$ cat src/design/bdch_pkg.sv
`default_nettype none

package bdch_pkg;

  localparam int TimeWidth    = 16;
  localparam int CountWidth   = 4;
  localparam int CountMax     = 15;
  localparam int AddrWidth    = 5;
  localparam int DataWidth    = 32;
  localparam int RegIdxWidth  = 3;

  localparam int DefMaxClicks = 15;
  localparam int DefLevel1Ms  = 1000;
  localparam int DefLevel2Ms  = 2000;
  localparam int DefLevel3Ms  = 4000;

  typedef logic [TimeWidth-1:0] time_ms_t;

  typedef enum logic [RegIdxWidth-1:0] {
    REG_DEBOUNCE        = 3'd0,
    REG_RELEASE_TIMEOUT = 3'd1,
    REG_HOLD_THRESHOLD  = 3'd2,
    REG_REPEAT_RATE1    = 3'd3,
    REG_REPEAT_RATE2    = 3'd4,
    REG_REPEAT_RATE3    = 3'd5,
    REG_REPEAT_RATE4    = 3'd6
  } reg_idx_t;

  localparam time_ms_t RstDebounce       = 16'd20;
  localparam time_ms_t RstReleaseTimeout = 16'd400;
  localparam time_ms_t RstHoldThreshold  = 16'd500;
  localparam time_ms_t RstRepeatRate1    = 16'd300;
  localparam time_ms_t RstRepeatRate2    = 16'd200;
  localparam time_ms_t RstRepeatRate3    = 16'd100;
  localparam time_ms_t RstRepeatRate4    = 16'd50;

  typedef struct packed {
    time_ms_t debounce_ms;
    time_ms_t release_timeout_ms;
    time_ms_t hold_threshold_ms;
    time_ms_t repeat_rate1_ms;
    time_ms_t repeat_rate2_ms;
    time_ms_t repeat_rate3_ms;
    time_ms_t repeat_rate4_ms;
  } cfg_t;

endpackage

`default_nettype wire

$ cat src/design/bdch_if.sv
`default_nettype none

interface bdch_poll_if;
  logic                     valid;
  logic                     ready;
  logic [bdch_pkg::TimeWidth-1:0] now_ms;
  logic                     pin_low;

  modport source (output valid, output now_ms, output pin_low, input ready);
  modport sink (input valid, input now_ms, input pin_low, output ready);
endinterface

interface bdch_report_if;
  logic                            valid;
  logic                            ready;
  logic [bdch_pkg::CountWidth-1:0] click_count;
  logic                            pressed;
  logic                            held;
  logic                            timed_out;
  logic                            any_event;

  modport source (output valid, output click_count, output pressed, output held,
                  output timed_out, output any_event, input ready);
  modport sink (input valid, input click_count, input pressed, input held,
                input timed_out, input any_event, output ready);
endinterface

`default_nettype wire

$ cat src/design/bdch_cfg.sv
`default_nettype none

module bdch_cfg (
  input  wire                                 clk,
  input  wire                                 rst,
  input  wire                                 psel,
  input  wire                                 penable,
  input  wire                                 pwrite,
  input  wire  [bdch_pkg::AddrWidth-1:0]      paddr,
  input  wire  [bdch_pkg::DataWidth-1:0]      pwdata,
  output logic [bdch_pkg::DataWidth-1:0]      prdata,
  output logic                                pready,
  output bdch_pkg::cfg_t                      cfg
);

  logic                 wr_en;
  bdch_pkg::reg_idx_t   idx;
  bdch_pkg::time_ms_t   wdata;
  bdch_pkg::time_ms_t   rd_val;

  assign pready = 1'b1;
  assign wr_en  = psel && penable && pwrite && pready;
  assign idx    = bdch_pkg::reg_idx_t'(paddr[bdch_pkg::AddrWidth-1:2]);
  assign wdata  = pwdata[bdch_pkg::TimeWidth-1:0];

  always_ff @(posedge clk) begin
    if (rst) begin
      cfg.debounce_ms        <= bdch_pkg::RstDebounce;
      cfg.release_timeout_ms <= bdch_pkg::RstReleaseTimeout;
      cfg.hold_threshold_ms  <= bdch_pkg::RstHoldThreshold;
      cfg.repeat_rate1_ms    <= bdch_pkg::RstRepeatRate1;
      cfg.repeat_rate2_ms    <= bdch_pkg::RstRepeatRate2;
      cfg.repeat_rate3_ms    <= bdch_pkg::RstRepeatRate3;
      cfg.repeat_rate4_ms    <= bdch_pkg::RstRepeatRate4;
    end else if (wr_en) begin
      case (idx)
        bdch_pkg::REG_DEBOUNCE:        cfg.debounce_ms        <= wdata;
        bdch_pkg::REG_RELEASE_TIMEOUT: cfg.release_timeout_ms <= wdata;
        bdch_pkg::REG_HOLD_THRESHOLD:  cfg.hold_threshold_ms  <= wdata;
        bdch_pkg::REG_REPEAT_RATE1:    cfg.repeat_rate1_ms    <= wdata;
        bdch_pkg::REG_REPEAT_RATE2:    cfg.repeat_rate2_ms    <= wdata;
        bdch_pkg::REG_REPEAT_RATE3:    cfg.repeat_rate3_ms    <= wdata;
        bdch_pkg::REG_REPEAT_RATE4:    cfg.repeat_rate4_ms    <= wdata;
        default: begin
        end
      endcase
    end
  end

  always_comb begin
    case (idx)
      bdch_pkg::REG_DEBOUNCE:        rd_val = cfg.debounce_ms;
      bdch_pkg::REG_RELEASE_TIMEOUT: rd_val = cfg.release_timeout_ms;
      bdch_pkg::REG_HOLD_THRESHOLD:  rd_val = cfg.hold_threshold_ms;
      bdch_pkg::REG_REPEAT_RATE1:    rd_val = cfg.repeat_rate1_ms;
      bdch_pkg::REG_REPEAT_RATE2:    rd_val = cfg.repeat_rate2_ms;
      bdch_pkg::REG_REPEAT_RATE3:    rd_val = cfg.repeat_rate3_ms;
      bdch_pkg::REG_REPEAT_RATE4:    rd_val = cfg.repeat_rate4_ms;
      default:                       rd_val = '0;
    endcase
  end

  assign prdata = {{(bdch_pkg::DataWidth-bdch_pkg::TimeWidth){1'b0}}, rd_val};

endmodule

`default_nettype wire

$ cat src/design/bdch_core.sv
`default_nettype none

module bdch_core #(
  parameter int MAX_CLICKS = bdch_pkg::DefMaxClicks,
  parameter int LEVEL1_MS  = bdch_pkg::DefLevel1Ms,
  parameter int LEVEL2_MS  = bdch_pkg::DefLevel2Ms,
  parameter int LEVEL3_MS  = bdch_pkg::DefLevel3Ms
) (
  input  wire                  clk,
  input  wire                  rst,
  input  bdch_pkg::cfg_t       cfg,
  bdch_poll_if.sink            poll,
  bdch_report_if.source        report
);

  localparam logic [bdch_pkg::CountWidth-1:0] ClickLimit =
    (MAX_CLICKS > bdch_pkg::CountMax) ? bdch_pkg::CountWidth'(bdch_pkg::CountMax)
                                      : bdch_pkg::CountWidth'(MAX_CLICKS);
  localparam bdch_pkg::time_ms_t Level1 = bdch_pkg::TimeWidth'(LEVEL1_MS);
  localparam bdch_pkg::time_ms_t Level2 = bdch_pkg::TimeWidth'(LEVEL2_MS);
  localparam bdch_pkg::time_ms_t Level3 = bdch_pkg::TimeWidth'(LEVEL3_MS);

  // Input register.
  logic                in_valid;
  bdch_pkg::time_ms_t  in_now;
  logic                in_pin;

  // Button state.
  logic                               debounced_level;
  bdch_pkg::time_ms_t                 transition_time;
  bdch_pkg::time_ms_t                 repeat_time;
  logic [bdch_pkg::CountWidth-1:0]    count_store;
  logic                               press_flag;
  logic                               hold_flag;
  logic                               timeout_flag;

  logic                               debounced_level_next;
  bdch_pkg::time_ms_t                 transition_time_next;
  bdch_pkg::time_ms_t                 repeat_time_next;
  logic [bdch_pkg::CountWidth-1:0]    count_store_next;
  logic                               press_flag_next;
  logic                               hold_flag_next;
  logic                               timeout_flag_next;

  logic                               out_load;
  logic                               advance;
  logic [bdch_pkg::CountWidth-1:0]    cnt0;
  logic                               prs0;
  logic                               hld0;
  bdch_pkg::time_ms_t                 elapsed;
  bdch_pkg::time_ms_t                 rep_elapsed;
  bdch_pkg::time_ms_t                 interval;
  logic                               report_now;
  logic                               any_next;

  assign out_load   = !report.valid || report.ready;
  assign advance    = in_valid && out_load;
  assign poll.ready = !in_valid || out_load;

  always_ff @(posedge clk) begin
    if (rst) begin
      in_valid <= 1'b0;
    end else if (poll.ready) begin
      in_valid <= poll.valid;
    end
    if (poll.valid && poll.ready) begin
      in_now <= poll.now_ms;
      in_pin <= poll.pin_low;
    end
  end

  assign elapsed     = in_now - transition_time;
  assign rep_elapsed = in_now - repeat_time;

  always_comb begin
    if (elapsed >= Level3) begin
      interval = cfg.repeat_rate4_ms;
    end else if (elapsed >= Level2) begin
      interval = cfg.repeat_rate3_ms;
    end else if (elapsed >= Level1) begin
      interval = cfg.repeat_rate2_ms;
    end else if (elapsed >= cfg.hold_threshold_ms) begin
      interval = cfg.repeat_rate1_ms;
    end else begin
      interval = cfg.hold_threshold_ms;
    end
  end

  always_comb begin
    // A timeout reported on the previous poll clears the sequence first.
    cnt0 = timeout_flag ? '0 : count_store;
    prs0 = timeout_flag ? 1'b0 : press_flag;
    hld0 = timeout_flag ? 1'b0 : hold_flag;

    debounced_level_next = debounced_level;
    transition_time_next = transition_time;
    repeat_time_next     = repeat_time;
    count_store_next     = cnt0;
    press_flag_next      = prs0;
    hold_flag_next       = hld0;
    timeout_flag_next    = 1'b0;
    report_now           = 1'b0;

    if (elapsed > cfg.debounce_ms) begin
      if (in_pin != debounced_level) begin
        debounced_level_next = in_pin;
        transition_time_next = in_now;
        repeat_time_next     = in_now;
        report_now           = 1'b1;
        if (in_pin) begin
          press_flag_next  = 1'b1;
          count_store_next = (cnt0 < ClickLimit) ? cnt0 + 1'b1 : cnt0;
        end else begin
          press_flag_next   = 1'b0;
          timeout_flag_next = hld0;
        end
      end else if (!in_pin && (cnt0 != '0 || prs0 || hld0) &&
                   elapsed > cfg.release_timeout_ms) begin
        timeout_flag_next = 1'b1;
        report_now        = 1'b1;
      end else if (in_pin && rep_elapsed > interval) begin
        hold_flag_next   = 1'b1;
        repeat_time_next = in_now;
        report_now       = 1'b1;
      end
    end

    any_next = report_now && (count_store_next != '0 || press_flag_next ||
                              hold_flag_next || timeout_flag_next);
  end

  always_ff @(posedge clk) begin
    if (rst) begin
      debounced_level <= 1'b0;
      transition_time <= '0;
      repeat_time     <= '0;
      count_store     <= '0;
      press_flag      <= 1'b0;
      hold_flag       <= 1'b0;
      timeout_flag    <= 1'b0;
    end else if (advance) begin
      debounced_level <= debounced_level_next;
      transition_time <= transition_time_next;
      repeat_time     <= repeat_time_next;
      count_store     <= count_store_next;
      press_flag      <= press_flag_next;
      hold_flag       <= hold_flag_next;
      timeout_flag    <= timeout_flag_next;
    end
  end

  always_ff @(posedge clk) begin
    if (rst) begin
      report.valid <= 1'b0;
    end else if (out_load) begin
      report.valid <= in_valid;
    end
    if (advance) begin
      report.click_count <= any_next ? count_store_next : '0;
      report.pressed     <= any_next && press_flag_next;
      report.held        <= any_next && hold_flag_next;
      report.timed_out   <= any_next && timeout_flag_next;
      report.any_event   <= any_next;
    end
  end

`ifndef SYNTHESIS
  a_count_limit: assert property (@(posedge clk) disable iff (rst)
    count_store <= ClickLimit)
    else $error("click count above its limit");

  a_press_level: assert property (@(posedge clk) disable iff (rst)
    press_flag |-> debounced_level)
    else $error("press flag set while debounced level is released");

  a_timeout_released: assert property (@(posedge clk) disable iff (rst)
    timeout_flag |-> !press_flag && !debounced_level)
    else $error("timeout flag set while button is down");

  a_quiet_zero: assert property (@(posedge clk) disable iff (rst)
    report.valid && !report.any_event |->
      report.click_count == '0 && !report.pressed && !report.held && !report.timed_out)
    else $error("word without event carries nonzero fields");

  a_clear_after_timeout: assert property (@(posedge clk) disable iff (rst)
    advance && timeout_flag |=> !hold_flag || $past(report_now))
    else $error("hold flag survived a reported timeout");
`endif

endmodule

`default_nettype wire

$ cat src/design/button_debounce_click_hold.sv
// Button debouncer with click counting, hold repeat and sequence timeout.
// The poll channel carries one word per poll: a 16-bit millisecond time
// that wraps at 2^16 and the raw pin level, where one means pressed.
// The report channel returns exactly one word per poll, in order, with
// the click count and the pressed, held and timed_out flags; any_event
// is zero and all other fields are zero when the poll reports nothing.
// A poll is taken into an input register and its report is written to
// the output register when that register is free or being read, and one
// poll can be accepted every cycle while the receiver does not stall.
// When the receiver stalls, the output register holds its word and the
// input register can still take one more poll before ready drops.
// The timing registers sit behind an APB port and should only be written
// while no poll is in flight. Reset clears all button state and the two
// pipeline valids and loads the default timing values.
`default_nettype none

module button_debounce_click_hold #(
  parameter int MAX_CLICKS = bdch_pkg::DefMaxClicks,
  parameter int LEVEL1_MS  = bdch_pkg::DefLevel1Ms,
  parameter int LEVEL2_MS  = bdch_pkg::DefLevel2Ms,
  parameter int LEVEL3_MS  = bdch_pkg::DefLevel3Ms
) (
  input  wire                              clk,
  input  wire                              rst,
  bdch_poll_if.sink                        poll,
  bdch_report_if.source                    report,
  input  wire                              psel,
  input  wire                              penable,
  input  wire                              pwrite,
  input  wire  [bdch_pkg::AddrWidth-1:0]   paddr,
  input  wire  [bdch_pkg::DataWidth-1:0]   pwdata,
  output logic [bdch_pkg::DataWidth-1:0]   prdata,
  output logic                             pready
);

  bdch_pkg::cfg_t cfg;

  bdch_cfg u_cfg (
    .clk     (clk),
    .rst     (rst),
    .psel    (psel),
    .penable (penable),
    .pwrite  (pwrite),
    .paddr   (paddr),
    .pwdata  (pwdata),
    .prdata  (prdata),
    .pready  (pready),
    .cfg     (cfg)
  );

  bdch_core #(
    .MAX_CLICKS (MAX_CLICKS),
    .LEVEL1_MS  (LEVEL1_MS),
    .LEVEL2_MS  (LEVEL2_MS),
    .LEVEL3_MS  (LEVEL3_MS)
  ) u_core (
    .clk    (clk),
    .rst    (rst),
    .cfg    (cfg),
    .poll   (poll),
    .report (report)
  );

endmodule

`default_nettype wire
$ cat src/flat_wrapper.sv
// flat-port wrapper written by rule: the top's interface ports become plain ports
module button_debounce_click_hold_flat 
#(
  parameter int MAX_CLICKS = bdch_pkg::DefMaxClicks,
  parameter int LEVEL1_MS  = bdch_pkg::DefLevel1Ms,
  parameter int LEVEL2_MS  = bdch_pkg::DefLevel2Ms,
  parameter int LEVEL3_MS  = bdch_pkg::DefLevel3Ms
)
  (clk, rst, psel, penable, pwrite, paddr, pwdata, prdata, pready, poll_valid, poll_now_ms, poll_pin_low, poll_ready, report_valid, report_click_count, report_pressed, report_held, report_timed_out, report_any_event, report_ready);
  bdch_poll_if poll_i ();
  bdch_report_if report_i ();
  input  wire clk;
  input  wire rst;
  input  wire psel;
  input  wire penable;
  input  wire pwrite;
  input  wire  [bdch_pkg::AddrWidth-1:0] paddr;
  input  wire  [bdch_pkg::DataWidth-1:0] pwdata;
  output logic [bdch_pkg::DataWidth-1:0] prdata;
  output logic pready;
  input wire logic [$bits(poll_i.valid)-1:0] poll_valid;
  input wire logic [$bits(poll_i.now_ms)-1:0] poll_now_ms;
  input wire logic [$bits(poll_i.pin_low)-1:0] poll_pin_low;
  output wire logic [$bits(poll_i.ready)-1:0] poll_ready;
  output wire logic [$bits(report_i.valid)-1:0] report_valid;
  output wire logic [$bits(report_i.click_count)-1:0] report_click_count;
  output wire logic [$bits(report_i.pressed)-1:0] report_pressed;
  output wire logic [$bits(report_i.held)-1:0] report_held;
  output wire logic [$bits(report_i.timed_out)-1:0] report_timed_out;
  output wire logic [$bits(report_i.any_event)-1:0] report_any_event;
  input wire logic [$bits(report_i.ready)-1:0] report_ready;
  assign poll_i.valid = poll_valid;
  assign poll_i.now_ms = poll_now_ms;
  assign poll_i.pin_low = poll_pin_low;
  assign poll_ready = poll_i.ready;
  assign report_valid = report_i.valid;
  assign report_click_count = report_i.click_count;
  assign report_pressed = report_i.pressed;
  assign report_held = report_i.held;
  assign report_timed_out = report_i.timed_out;
  assign report_any_event = report_i.any_event;
  assign report_i.ready = report_ready;
  button_debounce_click_hold #(.MAX_CLICKS(MAX_CLICKS), .LEVEL1_MS(LEVEL1_MS), .LEVEL2_MS(LEVEL2_MS), .LEVEL3_MS(LEVEL3_MS)) u_core (.clk(clk), .rst(rst), .poll(poll_i), .report(report_i), .psel(psel), .penable(penable), .pwrite(pwrite), .paddr(paddr), .pwdata(pwdata), .prdata(prdata), .pready(pready));
endmodule
$ cat config.mk
export PLATFORM = sky130hd
export DESIGN_NAME = button_debounce_click_hold_flat
export DESIGN_NICKNAME = d
export VERILOG_FILES = /design/src/design/bdch_pkg.sv /design/src/design/bdch_if.sv /design/src/design/bdch_cfg.sv /design/src/design/bdch_core.sv /design/src/design/button_debounce_click_hold.sv /design/src/flat_wrapper.sv
export SDC_FILE = /design/constraint.sdc
export NUM_CORES = 1
export LEC_CHECK = 0
export ABC_AREA = 1
export BUFFER_PORTS_ARGS = -buffer_cell sky130_fd_sc_hd__buf_2
export CAP_MARGIN = 20
export CORE_ASPECT_RATIO = 0.9
export CORE_MARGIN = 2
export CORE_UTILIZATION = 30
export DETAILED_ROUTE_END_ITERATION = 16
export GPL_TIMING_DRIVEN = 1
export PLACE_DENSITY = 0.48
export SYNTH_ARGS = -nofsm -noshare
export SYNTH_HDL_FRONTEND = slang
export SYNTH_SLANG_ARGS = --single-unit
$ cat constraint.sdc
create_clock -name clk -period 4.7 [get_ports clk]
set_clock_uncertainty 0.15 [all_clocks]
set_input_delay 0.705 -clock clk [delete_from_list [all_inputs] [get_ports clk]]
set_output_delay 0.705 -clock clk [all_outputs]
set_load 0.005 [all_outputs]
==> impl_metrics.csv <==
group,metric,value,unit
timing,rsz0062_at_grt,"yes",
setup_path,crit_end,"u_core.u_core.repeat_time[15]",
global_routing,overflow,0,
synth,synth_flop_cell,"dfxtp_1",
timing,hold_ws,267,ps
power_and_ir_drop,p_clk_share,30.0,%
finish,post-route-cell-area,14400,um^2
floorplan,initial_core_util,30.5,%
clocking,cts_hold_buffers,0,
place,gp_congestion,0.943,
place,dp.cells,2234,
synth,synth-seq-area-share,33.7,%
drt,antenna_left,0,
power_and_ir_drop,p_switching,1.79,mW
drt,wl_per_cell,17.8,um
flow_run,max_cap_violations,0,
timing,clock.fmax,193,MHz
floorplan,die_area,39500,um^2
timing,slew_headroom,41.7,%
synth,syn_inst,1633,
timing,fin_crit,5170,ps
finish,layout_common_cells,"nand2_1 (310), inv_1 (204), a21oi_1 (173)",
floorplan,ios,104,
floorplan,rows,67,
clocking,insertion_delay,470,ps
synth,ys_ff_latch,179,
synth,syn_area,11400,um^2
synth,avgSynthCellArea,6.97,um^2
timing,slew_viol_final,0,
timing,finalCritPeriodShare,110,%
timing,hold_viol_final,0,
setup_path,reg2reg_to,"u_core.u_core.repeat_time[15]",
setup_path,cp_data_required_time,4900,ps
setup_path,max_stage_delay,380,ps
global_routing,antenna_found_initial,0,
setup_path,worstSetupPathType,"flop to flop",
setup_path,cp_slowest_cell,"edfxtp_1",
setup_path,endpoint_kind,"flop",
drt,finalWirelength,40600,um
finish,final-instance-count-excl-fill,2288,
drt,drtIter0Drc,1003,
synth,yosysUniqueCellTypes,46,
place,dp_slack,-853,ps
synth,yosysWarnings,0,
global_routing,grt_pass1_vias,10600,
global_routing,grt_pass1_wl,61800,um
setup_path,cp.arrival,5370,ps
timing,setup_ws,-470,ps
setup_path,worst_setup_path_startpoint,"u_core.u_core.in_now[0]",
drt,vias,11400,
setup_path,r2r_start,"u_core.u_core.in_now[0]",
floorplan,core-area,37300,um^2
clocking,cts_buffer_depth,2,
drt,drc_errors,0,
setup_path,critPathLaunchType,"flop",
power_and_ir_drop,power.density,344,nW/um^2
setup_path,worst-path-max-fanout,8,
finish,drive_above_1_share,21.0,%
clocking,path_clk_slew,70,ps
finish,syn2layout_area_growth,26.4,%
floorplan,die_y,189,um
global_routing,grt_use_total,20.7,%
synth,synth_enable_flop_cells,25,
finish,n_fill_cell,3931,
clocking,root_buffer,"clkbuf_16",
timing,worstMarginPinSlew,870,ps
setup_path,reg2reg_slack,-470,ps
clocking,cts_tree,"yes",
status,violations,"negative setup slack",
power_and_ir_drop,p_comb_share,36.6,%
power_and_ir_drop,p_leak,6.47,nW
power_and_ir_drop,intPower,3.16,mW
floorplan,die_w,209,um
timing,finalSetupViolCount,24,
drt,viasPerCell,4.98,
status,status,"complete, but fails checks",
finish,mostFrequentLayoutCell,"nand2_1",
finish,nets,1950,
setup_path,crit_top_cell,"nand2_2",
synth,yosysTopAreaCell,"dfxtp_1",
global_routing,grt_max_degree,80,
synth,synth.area.top_cells,"dfxtp_1 (27%), nand2_1 (11%), ha_1 (11%)",
place,dp_hpwl,29800,um
min_path,hp-class,"input port to flop",
clocking,clock-sinks,179,
power_and_ir_drop,p_seq_share,33.3,%
setup_path,r2r_cells,37,
place,port_buffers,68,
place,dpl_cell_area,12900,um^2
synth,yosysTopAreaCellShare,27.1,%
clocking,htreeDepth,4,
power_and_ir_drop,ir_drop,0.262,mV
power_and_ir_drop,netSwitchingFraction,36.2,%
clocking,cts_buffers,17,
drt,drt_pass1_iterations,5,
synth,ys_async_sr_fraction,0,%
[cells by family (layout without fill, tap and decap cells)]
kind of cell | after synthesis | count (layout) | share of synthesized area (%)
flops | 179 | 179 | 33.7
other cells | 2 | 18 | 0.0660
simple gates | 613 | 613 | 23.1
fa+ha+maj | 98 | 98 | 10.9
xor+xnor | 16 | 16 | 1.23
compound gates | 425 | 425 | 20.2
buf+inv | 300 | 456 | 10.8
[layout make-up]
class | instances | area (um^2) | area share, %
Inverter | 225 | 856 | 5.94
Clock inverter | 14 | 168 | 1.16
Sequential cell | 179 | 3830 | 26.6
Multi-Input combinational cell | 1169 | 7020 | 48.7
Tap cell | 483 | 604 | 4.20
Clock buffer | 18 | 429 | 2.98
Antenna cell | 1 | 2.50 | 0.0174
Timing Repair Buffer | 199 | 1490 | 10.3
[flip-flops by register name (all words and copies together), names as in the netlist]
register / count
u_core.u_core.in_now: 16
u_core.u_core.report.valid: 1
u_core.u_core.press_flag: 1
u_core.u_core.transition_time: 16
u_core.u_core.report.click_count: 4
u_core.u_core.count_store: 4
u_core.u_core.timeout_flag: 1
u_core.u_core.debounced_level: 1
u_core.u_core.repeat_time: 16
u_core.u_core.report.held: 1
u_core.u_core.report.any_event: 1
u_core.u_cfg.cfg: 112
u_core.u_core.hold_flag: 1
u_core.u_core.report.timed_out: 1
u_core.u_core.in_pin: 1
u_core.u_core.report.pressed: 1
u_core.u_core.in_valid: 1
[worst max-delay path, delay by kind of cell (launching register included)]
family | cells | cell delay (ps)
buf+inv | 8 | 1010
fa+ha+maj | 4 | 970
flops | 1 | 380
compound gates | 5 | 640
simple gates | 20 | 1900
[power groups by stage]
stage               clock, mW  sequential (mW)  combinational [mW]
floorplan                   0             1.68               0.889
global placement            0             1.68                1.43
detailed placement          0             1.68                1.45
CTS                      1.52             1.65                1.73
global route             1.59             1.66                2.02
finish                   1.49             1.65                1.81
[synth_stat cells, types with 2 or more instances]
master     count
xor2_1        13
nand2_1      343
buf_2          6
o21ai_0      177
nand3_2        2
nor3_1         5
a211oi_1       2
nor2_1       136
buf_6          2
o21a_1         4
inv_1        217
buf_4         18
o211ai_1      11
clkbuf_1      47
nor3_2         5
conb_1         2
o22ai_1       16
a221oi_1      15
ha_1          96
a21oi_2        2
and2_1         2
nand3_1       66
nand4_1       16
nand2_2        9
inv_2          7
or2_2          5
o21bai_1       7
dfxtp_1      154
a21oi_1      182
fa_1           2
xnor2_1        3
o2111ai_1      6
edfxtp_1      25
nand3b_1      18
[layer usage]
metal / GRT usage [%] / part of all wire [%] / vias to the layer above / wire, um
met2: 31.2 / 43 / 308 / 17400
li1: - / - / 5707 / -
met5: 0 / 0 / - / 0
met4: 6.95 / 2.6 / 0 / 1070
met3: 3.45 / 6.1 / 41 / 2490
met1: 29.8 / 48 / 5336 / 19700
[worst min path at each step]
stage | startpoint | end | slack [ps] | cells after the start
final | poll_pin_low | u_core.u_core.in_pin | 270 | 1
after global routing | poll_now_ms[6] | u_core.u_core.in_now[6] | 250 | 1
after CTS | poll_pin_low | u_core.u_core.in_pin | 240 | 1
after detailed placement | u_core.u_core.repeat_time[8] | u_core.u_core.repeat_time[8] | 300 | 2
after global placement | u_core.u_core.repeat_time[3] | u_core.u_core.repeat_time[3] | 290 | 2
after floorplan | u_core.u_core.repeat_time[10] | u_core.u_core.repeat_time[10] | 280 | 2
[per-stage QoR]
stage / utilization, % / setup TNS [ps] / total power [mW]
after floorplan: - / 0 / 2.57
after global placement: 34.5 / -16450 / 3.11
after detailed placement: 34.5 / -18840 / 3.13
after CTS: 38.0 / -7950 / 4.90
after global routing: 38.6 / -17940 / 5.27
final: 38.6 / -10310 / 4.95
[repair_timing]
| action | 4_1_cts | 5_1_grt |
|---|---|---|
| setup buffers | 14 | 4 |
| endpoints found under the setup margin | 24 | 24 |
| endpoints found under the hold margin | 0 | 0 |
| gates cloned | 4 | 1 |
| pin swaps | 32 | 11 |
| gates resized for setup | 102 | 65 |
Note: power is estimated with default switching activity, not from simulation.
